File: src/hdl/sfd_pkg.sv
`timescale 1ns / 1ps
// ----------------------------------------------------------------------------
// sfd_pkg: shared types and constants of the byte-stuffing frame decoder
// Word formats, configuration record, register indexes, phase and status codes.
// ----------------------------------------------------------------------------
package sfd_pkg;

  localparam int BYTE_BITS    = 8;
  localparam int CRC_BITS     = 16;
  localparam int CFG_IDX_BITS = 8;
  localparam int CFG_DAT_BITS = 16;

  // Register indexes on the configuration port
  localparam logic [CFG_IDX_BITS-1:0] CFG_FRAME_BYTE   = 8'd0;
  localparam logic [CFG_IDX_BITS-1:0] CFG_ESCAPE_BYTE  = 8'd1;
  localparam logic [CFG_IDX_BITS-1:0] CFG_FRAME_SUBST  = 8'd2;
  localparam logic [CFG_IDX_BITS-1:0] CFG_ESCAPE_SUBST = 8'd3;
  localparam logic [CFG_IDX_BITS-1:0] CFG_CRC_POLY     = 8'd4;
  localparam logic [CFG_IDX_BITS-1:0] CFG_CRC_SEED     = 8'd5;
  localparam logic [CFG_IDX_BITS-1:0] CFG_CRC_XOROUT   = 8'd6;
  localparam logic [CFG_IDX_BITS-1:0] CFG_CRC_REFLECT  = 8'd7;

  // Register values after reset
  localparam logic [BYTE_BITS-1:0] RST_FRAME_BYTE   = 8'd126;
  localparam logic [BYTE_BITS-1:0] RST_ESCAPE_BYTE  = 8'd125;
  localparam logic [BYTE_BITS-1:0] RST_FRAME_SUBST  = 8'd94;
  localparam logic [BYTE_BITS-1:0] RST_ESCAPE_SUBST = 8'd93;
  localparam logic [CRC_BITS-1:0]  RST_CRC_POLY     = 16'h8005;
  localparam logic [CRC_BITS-1:0]  RST_CRC_SEED     = 16'h0000;
  localparam logic [CRC_BITS-1:0]  RST_CRC_XOROUT   = 16'h0000;
  localparam logic                 RST_CRC_REFLECT  = 1'b1;

  typedef enum logic [1:0] {
    PH_IDLE = 2'd0,
    PH_BODY = 2'd1,
    PH_DROP = 2'd2
  } phase_t;

  typedef enum logic [2:0] {
    ST_OK      = 3'd0,
    ST_CRC     = 3'd1,
    ST_ESC     = 3'd2,
    ST_SHORT   = 3'd3,
    ST_FRAMING = 3'd4
  } status_t;

  typedef struct packed {
    logic [BYTE_BITS-1:0] frame_byte;
    logic [BYTE_BITS-1:0] escape_byte;
    logic [BYTE_BITS-1:0] frame_subst;
    logic [BYTE_BITS-1:0] escape_subst;
    logic [CRC_BITS-1:0]  crc_poly;
    logic [CRC_BITS-1:0]  crc_seed;
    logic [CRC_BITS-1:0]  crc_xorout;
    logic                 crc_reflect;
  } cfg_t;

  typedef struct packed {
    logic [BYTE_BITS-1:0] in_byte;
    logic                 in_last;
  } in_word_t;

  typedef struct packed {
    logic                 out_has_byte;
    logic [BYTE_BITS-1:0] out_byte;
    logic                 out_last;
    status_t              status;
  } out_word_t;

endpackage

File: src/hdl/sfd_crc.sv
`timescale 1ns / 1ps
// ----------------------------------------------------------------------------
// sfd_crc: byte-wide CRC-16 update and final remainder
// Folds one byte into the remainder in a single unrolled step and forms the
// finished check value (optional reflection, then xorout).
// ----------------------------------------------------------------------------
module sfd_crc (
  input  sfd_pkg::cfg_t                      cfg,
  input  logic [sfd_pkg::CRC_BITS-1:0]       crc_cur,
  input  logic [sfd_pkg::BYTE_BITS-1:0]      data,
  output logic [sfd_pkg::CRC_BITS-1:0]       crc_upd,
  output logic [sfd_pkg::CRC_BITS-1:0]       crc_fin
);

  logic [sfd_pkg::BYTE_BITS-1:0] data_m;
  logic [sfd_pkg::CRC_BITS-1:0]  crc_m;

  // Mirror the data byte and the remainder
  always_comb begin
    for (int i = 0; i < sfd_pkg::BYTE_BITS; i++) begin
      data_m[i] = data[sfd_pkg::BYTE_BITS-1-i];
    end
    for (int i = 0; i < sfd_pkg::CRC_BITS; i++) begin
      crc_m[i] = crc_cur[sfd_pkg::CRC_BITS-1-i];
    end
  end

  // Shift eight bits through the generator, MSB first
  always_comb begin
    logic [sfd_pkg::CRC_BITS-1:0] rem;
    rem = crc_cur ^ {(cfg.crc_reflect ? data_m : data), {sfd_pkg::BYTE_BITS{1'b0}}};
    for (int i = 0; i < sfd_pkg::BYTE_BITS; i++) begin
      if (rem[sfd_pkg::CRC_BITS-1]) begin
        rem = {rem[sfd_pkg::CRC_BITS-2:0], 1'b0} ^ cfg.crc_poly;
      end else begin
        rem = {rem[sfd_pkg::CRC_BITS-2:0], 1'b0};
      end
    end
    crc_upd = rem;
  end

  // Finished check value
  assign crc_fin = (cfg.crc_reflect ? crc_m : crc_cur) ^ cfg.crc_xorout;

endmodule

File: src/hdl/sfd_core.sv
`timescale 1ns / 1ps
// ----------------------------------------------------------------------------
// sfd_core: frame state and per-byte decode
// Holds the frame phase, escape flag, two-byte hold and CRC remainder, and
// computes the result word for the byte at its input in one pass.
// ----------------------------------------------------------------------------
module sfd_core (
  input  logic                clk,
  input  logic                rst,
  input  sfd_pkg::cfg_t       cfg,
  input  sfd_pkg::in_word_t   word,
  input  logic                fire,
  output logic                res_valid,
  output sfd_pkg::out_word_t  res
);

  sfd_pkg::phase_t                   phase, phase_next;
  logic                              escape_pending, escape_pending_next;
  logic [2*sfd_pkg::BYTE_BITS-1:0]   hold_bytes, hold_bytes_next;
  logic [1:0]                        hold_count, hold_count_next;
  logic [sfd_pkg::CRC_BITS-1:0]      crc_remainder, crc_remainder_next;

  logic [sfd_pkg::CRC_BITS-1:0]      crc_upd;
  logic [sfd_pkg::CRC_BITS-1:0]      crc_fin;
  logic [sfd_pkg::BYTE_BITS-1:0]     old_byte;

  assign old_byte = hold_bytes[2*sfd_pkg::BYTE_BITS-1:sfd_pkg::BYTE_BITS];

  sfd_crc u_crc (
    .cfg     (cfg),
    .crc_cur (crc_remainder),
    .data    (old_byte),
    .crc_upd (crc_upd),
    .crc_fin (crc_fin)
  );

  // Hold the frame state
  always_ff @(posedge clk) begin
    if (rst) begin
      phase          <= sfd_pkg::PH_IDLE;
      escape_pending <= 1'b0;
      hold_bytes     <= '0;
      hold_count     <= '0;
      crc_remainder  <= '0;
    end else if (fire) begin
      phase          <= phase_next;
      escape_pending <= escape_pending_next;
      hold_bytes     <= hold_bytes_next;
      hold_count     <= hold_count_next;
      crc_remainder  <= crc_remainder_next;
    end
  end

  // Decode one byte and form its result word
  always_comb begin
    logic                          have_d;
    logic [sfd_pkg::BYTE_BITS-1:0] d;
    have_d              = 1'b0;
    d                   = word.in_byte;
    phase_next          = phase;
    escape_pending_next = escape_pending;
    hold_bytes_next     = hold_bytes;
    hold_count_next     = hold_count;
    crc_remainder_next  = crc_remainder;
    res_valid           = 1'b0;
    res                 = '0;
    res.status          = sfd_pkg::ST_OK;

    unique case (phase)
      sfd_pkg::PH_DROP: begin
        // Discard until the marked last byte
        if (word.in_last) begin
          phase_next = sfd_pkg::PH_IDLE;
        end
      end

      sfd_pkg::PH_BODY: begin
        if (word.in_last) begin
          // End of frame: report status only
          phase_next   = sfd_pkg::PH_IDLE;
          res_valid    = 1'b1;
          res.out_last = 1'b1;
          if (word.in_byte != cfg.frame_byte) begin
            res.status = sfd_pkg::ST_FRAMING;
          end else if (escape_pending) begin
            res.status = sfd_pkg::ST_ESC;
          end else if (hold_count < 2'd2) begin
            res.status = sfd_pkg::ST_SHORT;
          end else if (crc_fin == hold_bytes) begin
            res.status = sfd_pkg::ST_OK;
          end else begin
            res.status = sfd_pkg::ST_CRC;
          end
        end else if (escape_pending) begin
          // Resolve the escape pair
          escape_pending_next = 1'b0;
          if (word.in_byte == cfg.escape_subst) begin
            d      = cfg.escape_byte;
            have_d = 1'b1;
          end else if (word.in_byte == cfg.frame_subst) begin
            d      = cfg.frame_byte;
            have_d = 1'b1;
          end else begin
            phase_next   = sfd_pkg::PH_DROP;
            res_valid    = 1'b1;
            res.out_last = 1'b1;
            res.status   = sfd_pkg::ST_ESC;
          end
        end else if (word.in_byte == cfg.escape_byte) begin
          escape_pending_next = 1'b1;
        end else begin
          have_d = 1'b1;
        end

        // Push the decoded byte through the two-byte hold
        if (have_d) begin
          hold_bytes_next = {hold_bytes[sfd_pkg::BYTE_BITS-1:0], d};
          if (hold_count < 2'd2) begin
            hold_count_next = 2'(hold_count + 2'd1);
          end else begin
            crc_remainder_next = crc_upd;
            res_valid          = 1'b1;
            res.out_has_byte   = 1'b1;
            res.out_byte       = old_byte;
          end
        end
      end

      default: begin
        // Awaiting frame start
        escape_pending_next = 1'b0;
        hold_bytes_next     = '0;
        hold_count_next     = '0;
        crc_remainder_next  = cfg.crc_seed;
        if (word.in_byte != cfg.frame_byte) begin
          phase_next   = word.in_last ? sfd_pkg::PH_IDLE : sfd_pkg::PH_DROP;
          res_valid    = 1'b1;
          res.out_last = 1'b1;
          res.status   = sfd_pkg::ST_FRAMING;
        end else if (word.in_last) begin
          phase_next   = sfd_pkg::PH_IDLE;
          res_valid    = 1'b1;
          res.out_last = 1'b1;
          res.status   = sfd_pkg::ST_SHORT;
        end else begin
          phase_next = sfd_pkg::PH_BODY;
        end
      end
    endcase
  end

endmodule

File: src/hdl/byte_stuffing_frame_decoder_crc16.sv
`timescale 1ns / 1ps
// ----------------------------------------------------------------------------
// byte_stuffing_frame_decoder_crc16: deframer with escape decode and CRC-16
// A byte is held in the input register, then its result word in the result register.
// Throughput: one byte per cycle; the byte in the input register advances
// whenever it makes no word or the result register is free or being taken.
// Reset clears the handshake, the frame state and returns every configuration
// register to its default; no clearing pass is needed.
// ----------------------------------------------------------------------------
module byte_stuffing_frame_decoder_crc16 (
  input  logic                                clk,
  input  logic                                rst,
  input  logic                                item_valid,
  output logic                                item_stall,
  input  sfd_pkg::in_word_t                   item,
  output logic                                result_valid,
  input  logic                                result_stall,
  output sfd_pkg::out_word_t                  result,
  input  logic                                cfg_valid,
  output logic                                cfg_ready,
  input  logic [sfd_pkg::CFG_IDX_BITS-1:0]    cfg_index,
  input  logic [sfd_pkg::CFG_DAT_BITS-1:0]    cfg_data
);

  sfd_pkg::cfg_t      cfg;
  sfd_pkg::in_word_t  inq;
  logic               inq_valid;
  logic               core_res_valid;
  sfd_pkg::out_word_t core_res;
  logic               advance;
  logic               item_take;

  assign cfg_ready = 1'b1;

  // Write configuration registers
  always_ff @(posedge clk) begin
    if (rst) begin
      cfg.frame_byte   <= sfd_pkg::RST_FRAME_BYTE;
      cfg.escape_byte  <= sfd_pkg::RST_ESCAPE_BYTE;
      cfg.frame_subst  <= sfd_pkg::RST_FRAME_SUBST;
      cfg.escape_subst <= sfd_pkg::RST_ESCAPE_SUBST;
      cfg.crc_poly     <= sfd_pkg::RST_CRC_POLY;
      cfg.crc_seed     <= sfd_pkg::RST_CRC_SEED;
      cfg.crc_xorout   <= sfd_pkg::RST_CRC_XOROUT;
      cfg.crc_reflect  <= sfd_pkg::RST_CRC_REFLECT;
    end else if (cfg_valid && cfg_ready) begin
      unique case (cfg_index)
        sfd_pkg::CFG_FRAME_BYTE:   cfg.frame_byte   <= cfg_data[sfd_pkg::BYTE_BITS-1:0];
        sfd_pkg::CFG_ESCAPE_BYTE:  cfg.escape_byte  <= cfg_data[sfd_pkg::BYTE_BITS-1:0];
        sfd_pkg::CFG_FRAME_SUBST:  cfg.frame_subst  <= cfg_data[sfd_pkg::BYTE_BITS-1:0];
        sfd_pkg::CFG_ESCAPE_SUBST: cfg.escape_subst <= cfg_data[sfd_pkg::BYTE_BITS-1:0];
        sfd_pkg::CFG_CRC_POLY:     cfg.crc_poly     <= cfg_data[sfd_pkg::CRC_BITS-1:0];
        sfd_pkg::CFG_CRC_SEED:     cfg.crc_seed     <= cfg_data[sfd_pkg::CRC_BITS-1:0];
        sfd_pkg::CFG_CRC_XOROUT:   cfg.crc_xorout   <= cfg_data[sfd_pkg::CRC_BITS-1:0];
        sfd_pkg::CFG_CRC_REFLECT:  cfg.crc_reflect  <= cfg_data[0];
        default: ;
      endcase
    end
  end

  // Advance the held byte when its word has somewhere to go
  assign advance    = inq_valid && (!core_res_valid || !result_valid || !result_stall);
  assign item_stall = inq_valid && !advance;
  assign item_take  = item_valid && !item_stall;

  // Input register
  always_ff @(posedge clk) begin
    if (rst) begin
      inq_valid <= 1'b0;
    end else if (item_take) begin
      inq_valid <= 1'b1;
    end else if (advance) begin
      inq_valid <= 1'b0;
    end
  end

  always_ff @(posedge clk) begin
    if (item_take) begin
      inq <= item;
    end
  end

  sfd_core u_core (
    .clk       (clk),
    .rst       (rst),
    .cfg       (cfg),
    .word      (inq),
    .fire      (advance),
    .res_valid (core_res_valid),
    .res       (core_res)
  );

  // Result register
  always_ff @(posedge clk) begin
    if (rst) begin
      result_valid <= 1'b0;
    end else if (advance && core_res_valid) begin
      result_valid <= 1'b1;
    end else if (!result_stall) begin
      result_valid <= 1'b0;
    end
  end

  always_ff @(posedge clk) begin
    if (advance && core_res_valid) begin
      result <= core_res;
    end
  end

  // A stalled result word is never dropped
  a_hold_result: assert property (@(posedge clk) disable iff (rst)
    (result_valid && result_stall) |=> result_valid)
    else $error("result word lost under stall");

  // A payload word never closes a frame
  a_byte_not_last: assert property (@(posedge clk) disable iff (rst)
    result_valid |-> !(result.out_has_byte && result.out_last))
    else $error("payload word marked last");

  // Only the closing word carries a status other than ok
  a_status_on_last: assert property (@(posedge clk) disable iff (rst)
    (result_valid && !result.out_last) |-> (result.status == sfd_pkg::ST_OK))
    else $error("status on a payload word");

endmodule

File: config.mk
export PLATFORM = sky130hd
export DESIGN_NAME = byte_stuffing_frame_decoder_crc16
export DESIGN_NICKNAME = d
export VERILOG_FILES = /design/src/hdl/sfd_pkg.sv /design/src/hdl/sfd_crc.sv /design/src/hdl/sfd_core.sv /design/src/hdl/byte_stuffing_frame_decoder_crc16.sv
export SDC_FILE = /design/constraint.sdc
export NUM_CORES = 1
export LEC_CHECK = 0
export ABC_AREA = 1
export BUFFER_PORTS_ARGS = -buffer_cell sky130_fd_sc_hd__buf_2
export CAP_MARGIN = 5
export CORE_ASPECT_RATIO = 1.4
export CORE_UTILIZATION = 55
export CTS_CLUSTER_SIZE = 10
export DETAILED_ROUTE_END_ITERATION = 16
export PLACE_DENSITY = 0.73
export SLEW_MARGIN = 40
export SYNTH_ARGS = -nofsm -noshare
export SYNTH_HDL_FRONTEND = slang
export SYNTH_SLANG_ARGS = --single-unit
File: constraint.sdc
create_clock -name clk -period 3 [get_ports clk]
set_input_delay 0.45 -clock clk [delete_from_list [all_inputs] [get_ports clk]]
set_output_delay 0.45 -clock clk [all_outputs]
set_load 0.05 [all_outputs]
==> impl_results.md, run 1 <==
- WL/cell: 17.1 µm
- Via-to-Cell Ratio: 5.64
- Worst Path Buf+Inv: 7
- CORE AREA: 16700 µm²
- I/O pin total: 54
- RSZ-0062 raised after global routing: true
- Synth warn: 0
- Worst skew pair latency: 0.42 ns
- Hold-fix buffers, CTS: 0
- Vias in the first global route: 9157
- Max-Cap Viols: 0
- Crit path from: inq[4]
- Iter 0 DRT Violations: between 600 and 700
- N_diodes: 0
- Crit path launch type: flop
- Yosys cell types: 50
- Worst Skew: 0.00863 ns
- Failing checks: setup timing
- TritonCTS clock tree: yes
- Max Freq: 0.310 GHz
- Final setup viols: 46
- Placer congestion estimate: 0.972
- Largest delay share family, worst path: simple AND/OR/NAND/NOR gates
- Critical Path End Type: flop
- CP Cell Sequence: buf_6 > buf_6 > xor2_1 > nor4_1 > nand2_1 > nand3_2 > nand2_4 > buf_6 > nand3_2 > nand2_2 > o21bai_4 > nand2_2 > buf_6 > nand2_4 > nor2_4 > o21ai_2 > inv_2 > o21ai_4 > buf_12 > buf_16 > a21oi_4 > nand2_2 > a21oi_2
- Total CTS buffers: 17
- Max rail drop VDD: just under 400 µV
- Ys async rst share: 0%
- Vias: 9739
- Detailed placement HPWL: 20.4 mm
- FP Rows: 56
- Total gr overflow: 0
- Max Root-Sink Buffers: 2
- Iteration count of the initial detailed-routing pass: 5
- Area delta synth->final: 29.3%
- Mapped Nets: 1413
- IO Port Bufs: 52
- Initial core utilization: 56.1%
- Critical Path AT: 3.58 ns
- WP data required: 3.35 ns
- Die Span X: 112 µm
- Die footprint: 17600 µm²
- Synth Instances: 1373
- Lkg Pwr: approximately 5.1 nW
- Final worst-path cycle share: 108%
- Yosys reg bits: 142
- Tightest Pin Transition: 0.817 ns
- Final worst slack: -0.230 ns
- Initial antenna violation count: 0
- Root buffer cell: clkbuf_16
- H-tree depth: 4
- Fin crit period: 3.23 ns
- Max transition margin: ~45%
- Max incr delay on CP: 0.41 ns
- Final Hold Vio Count: 0
- CTS sink cnt: 142
- Total track usage: between 30 and 40%
- Top FF cell, synth: dfxtp_1
- Critical path depth: 23
- Max Slew Vio Count: 0
- Post-placement cell count: 1661
- CP max FO: 7
- Critical R2R Capture: u_core.crc_remainder[12]
- Critical path destination: u_core.crc_remainder[12]
- DRC viols: 0
- Reg2reg start: inq[4]
- Status: finished, violations left
- R2r worst-path depth: 23
- Nets: 1552
- Final antenna-violating net count: 0
- First-pass GRT wire length: 45.5 mm
- Fin Setup TNS: -6.15 ns
- Most common cell on crit path: buf_6
- Worst Hold Class: in2reg
- Syn Area/Cell: between 6 and 7 µm²
- Final wirelength: 29.6 mm
- Crit-path slowest cell: edfxtp_1
- Share of cells above drive strength 1: 26.8%
- Register area share after synthesis: ~33%
- Post-Syn Area: 9390 µm²
- Pin count of the biggest net entering global routing: 51
- CTS clk-pin slew, worst paths: 0.06 ns
- R2R setup slack: -0.23 ns
- Filler Cell Count: between 1k and 1.5k
- Die Y: 157 µm
- Total power: 0.00514 W
- Layout Cells excl Fill: 1728
- Post-synth EDFFs: 22
- PD cells: ~420 nW/µm²
- Crit path kind: reg2reg
==> cell usage after synthesis, drive strengths merged (3+ instances only) <==
master | n | share of area (%)
nand2 | 369 | 16
inv | 160 | 6.4
nand3 | 130 | 8.0
dfxtp | 120 | 26
nor2 | 95 | 4.3
a21oi | 85 | 4.9
o21ai | 84 | 4.6
xor2 | 68 | 6.3
clkbuf | 45 | 1.8
o211ai | 44 | 3.5
xnor2 | 39 | 3.6
buf | 34 | 2.5
edfxtp | 22 | 7.0
a211oi | 16 | 1.3
nor4 | 13 | 1.1
nand4 | 10 | 0.67
a22oi | 7 | 0.56
o22ai | 5 | 0.33
clkinv | 4 | 0.16
o21bai | 4 | 0.32
or2 | 3 | 0.20
==> sequential cells by signal, summed over array words and instances, names as in the netlist <==
| register | count |
|---|---|
| u_core.hold_count | 2 |
| u_core.hold_bytes | 16 |
| inq_valid | 1 |
| inq | 9 |
| cfg | 81 |
| result | 13 |
| result_valid | 1 |
| u_core.phase | 2 |
| u_core.escape_pending | 1 |
| u_core.crc_remainder | 16 |
==> worst min path at each step <==
stage                  from  endpoint  slack, ns  depth (start not counted)
floorplan           cfg[17]   cfg[17]       0.42                          2
global placement    cfg[17]   cfg[17]       0.43                          2
detailed placement  cfg[17]   cfg[17]       0.44                          2
CTS                 item[6]    inq[6]       0.19                          1
global route        item[6]    inq[6]       0.19                          1
finish              item[1]    inq[1]       0.20                          1
==> final cells by class <==
| type | instances | area (µm²) | area share [%] |
|---|---|---|---|
| repair buffers | 199 | 1650 | 13.6 |
| clock buffers | 23 | 510 | 4.20 |
| inverters | 164 | 623 | 5.13 |
| flip-flops and latches | 142 | 3070 | 25.3 |
| multi-input cells | 988 | 5940 | 48.9 |
| well taps | 203 | 254 | 2.09 |
| clock inverters | 9 | 93.8 | 0.773 |
==> report_power, final <==
| group | switching (W) | internal [W] |
|---|---|---|
| clock network | 0.000849 | 0.00130 |
| registers | 0.0000277 | 0.00197 |
| logic | 0.000591 | 0.000407 |
| total | 0.00147 | 0.00367 |
==> placed cells by master, fill, tap and decap left out, types with 22 or more instances in the layout <==
cell type,instances
nand3_1,90
nand2_1,319
buf_4,114
o211ai_1,44
edfxtp_1,22
a21oi_1,62
xor2_1,60
inv_1,145
xnor2_1,33
nor2_1,81
nand2_2,29
nand3_2,34
buf_2,51
dfxtp_1,115
o21ai_0,79
==> metal layers <==
layer	wire length, µm	track usage (%)	up-vias
met5	0	0	-
met4	2170	25.1	0
met3	1410	5.19	138
met2	15100	59.7	383
met1	10900	35.1	4472
li1	-	-	4746
==> repair_timing <==
item,4_1_cts,5_1_grt
gates resized for setup,52,132
gates cloned,4,3
pin swaps,14,55
endpoints found under the setup margin,19,51
setup buffers,18,10
==> metrics by stage <==
stage	setup WS, ns	hold slack (ns)	instance area, µm²	util [%]
after floorplan	0.0317	0.424	9390	-
after global placement	-0.199	0.433	10400	62.3
after detailed placement	-0.222	0.443	10400	62.3
after CTS	-0.243	0.193	11500	68.5
after global routing	-0.439	0.191	12100	72.5
final	-0.230	0.200	12100	72.5
==> cell families after synthesis <==
family | count (synthesis) | share of synthesized area (%)
flops | 142 | 32.6
fa+ha+maj | 2 | 0.266
simple gates | 625 | 30.1
xor+xnor | 107 | 9.98
compound gates | 253 | 16.2
other cells | 1 | 0.0399
buf+inv | 243 | 10.8
(Power assumes the default switching activity.)
==> run 2: changes to the inputs <==
--- a/config.mk
+++ b/config.mk
@@ -8,11 +8,12 @@
 export ABC_AREA = 1
 export BUFFER_PORTS_ARGS = -buffer_cell sky130_fd_sc_hd__buf_2
 export CAP_MARGIN = 5
-export CORE_ASPECT_RATIO = 1.4
+export CORE_ASPECT_RATIO = 0.6
 export CORE_UTILIZATION = 55
 export CTS_CLUSTER_SIZE = 10
 export DETAILED_ROUTE_END_ITERATION = 16
 export PLACE_DENSITY = 0.73
+export SKIP_LAST_GASP = 1
 export SLEW_MARGIN = 40
 export SYNTH_ARGS = -nofsm -noshare
 export SYNTH_HDL_FRONTEND = slang
==> impl_results.md, run 2 (same netlist as run 1, synthesis figures left out) <==
- Status: finished, violations left
- Failing checks: setup timing
- N_diodes: 0
- Most frequent cells in the layout: nand2_1, inv_1, dfxtp_1
- Vias: 10.0k
- Max Root-Sink Buffers: 2
- Fin crit period: 3.24 ns
- Final worst slack: -0.241 ns
- First-pass GRT wire length: around 47 mm
- CTS sink cnt: 142
- Hold-fix buffers, CTS: 0
- Max reg flops: 81
- Max rail drop VDD: 319 µV
- Die Y: 103 µm
- H-tree depth: 4
- DRC viols: 0
- Iteration count of the initial detailed-routing pass: 6
- Initial antenna violation count: 0
- Critical Path End Type: flop
- Max-Cap Viols: 0
- Top reg by flops: cfg
- Max transition margin: between 40% and 50%
- Final worst-path cycle share: 108%
- TritonCTS clock tree: yes
- Most common cell after layout, fill and taps aside: nand2_1
- Die footprint: between 15000 and 20000 µm²
- Share of cells above drive strength 1: 29.6%
- Final setup viols: 30
- PD cells: about 420 nW/µm²
- CTS clk-pin slew, worst paths: 0.07 ns
- Worst skew pair latency: 0.42 ns
- Final antenna-violating net count: 0
- IO Port Bufs: 52
- Via-to-Cell Ratio: 5.74
- Pin count of the biggest net entering global routing: 44
- Hold slack: 0.200 ns
- Final Hold Vio Count: 0
- Total power: 0.00516 W
- Iter 0 DRT Violations: 1142
- FF+latch area: 3070 µm²
- RSZ-0062 raised after global routing: true
- Layout Cells excl Fill: 1748
- Final wirelength: ~31 mm
- Lkg Pwr: approximately 5.2 nW
- Total gr overflow: 0
- Root buffer cell: clkbuf_16
- Biggest regs: cfg (81), u_core.crc_remainder (16), u_core.hold_bytes (16)
- CP max FO: 8
- Critical Path AT: 3.60 ns
- Area occupied by multi-input gates: 6190 µm²
- WL/cell: 17.9 µm
- FP Rows: 36
- Total track usage: a little over a third
- Nets: around 1.5k
- Placer congestion estimate: 0.974
- I/O pin total: 54
- Max Slew Vio Count: 0
- Detailed placement HPWL: roughly 22 mm
- WP data required: between 3 and 4 ns
- CORE AREA: roughly 16000 µm²
- Post-placement cell count: about 1.7k
- Max Freq: 0.309 GHz
- Total CTS buffers: 17
- Die Span X: 171 µm
- Area delta synth->final: 31.7%
- Worst Skew: 0.00981 ns
- Initial core utilization: 57.1%
- Worst Hold Class: in2reg
- Crit path launch type: flop
- Filler Cell Count: 1249
- Vias in the first global route: 8751
- Tightest Pin Transition: roughly 0.88 ns
- Crit path kind: reg2reg
-- run 2: what timing repair did --
item                       4_1_cts  5_1_grt
resized for setup               87      162
setup endpoints to repair       17       44
pin swaps                       47       95
buffers inserted                13       10
cloned                           2        1
-- run 2: layout make-up --
cell class / instances / share of cell area, %
well taps: 228 / 2.31
inverters: 164 / 5.04
clock inverters: 11 / 0.951
flip-flops and latches: 142 / 24.9
clock buffers: 21 / 3.99
repair buffers: 194 / 12.8
multi-input cells: 988 / 50.1
-- run 2: worst paths after layout --
| check | start | depth (start not counted) | endpoint | slack, ns |
|---|---|---|---|---|
| setup reg to reg | u_core.crc_remainder[15] | 27 | u_core.crc_remainder[6] | -0.24 |
| hold / removal | item[6] | 1 | inq[6] | 0.20 |
| setup / recovery | u_core.crc_remainder[15] | 27 | u_core.crc_remainder[6] | -0.24 |
| hold reg to reg | cfg[28] | 2 | cfg[28] | 0.45 |
-- run 2: power by group --
group / total, W / leakage, nW / switching [W] / internal, W
clock network: 0.00218 / 0.294 / 0.000892 / 0.00129
logic: 0.000985 / 3.70 / 0.000609 / 0.000376
registers: 0.00199 / 1.18 / 0.0000296 / 0.00197
-- run 2: per-layer routing --
layer	part of all wire, %	up-vias	global-route usage, %
met5	0	-	0
met4	1.2	0	7.21
met3	13	49	8.30
met2	41	563	49.6
met1	45	4695	52.6
li1	-	4725	-
-- run 2: stage by stage --
stage	area (µm²)	setup TNS [ns]	worst slack (ns)	util, %
floorplan	9390	0	0.0317	-
global placement	10500	-2.48	-0.240	63.9
detailed placement	10500	-4.69	-0.401	63.9
CTS	11600	-1.90	-0.144	70.4
global route	12400	-8.33	-0.416	75.2
finish	12400	-3.96	-0.241	75.2
-- run 2: critical path, stage by stage, from the launching register on --
cell     delay [ns]
dfxtp_2        0.43
inv_1          0.10
nand3_1        0.16
nand3_2        0.11
nand2_2        0.10
nand2_4        0.07
buf_6          0.12
nand3_4        0.07
nand2_4        0.08
buf_6          0.13
nand3_4        0.13
nand3_4        0.10
inv_2          0.08
nand2_4        0.06
nand2_8        0.12
nand2_4        0.08
nand2_8        0.11
nand3_4        0.11
nand2_4        0.12
nand3_4        0.11
nand2_4        0.11
inv_4          0.05
nor2_8         0.12
buf_6          0.16
nand3_2        0.06
nand3_1        0.09
nand2_1        0.08
a21oi_2        0.12
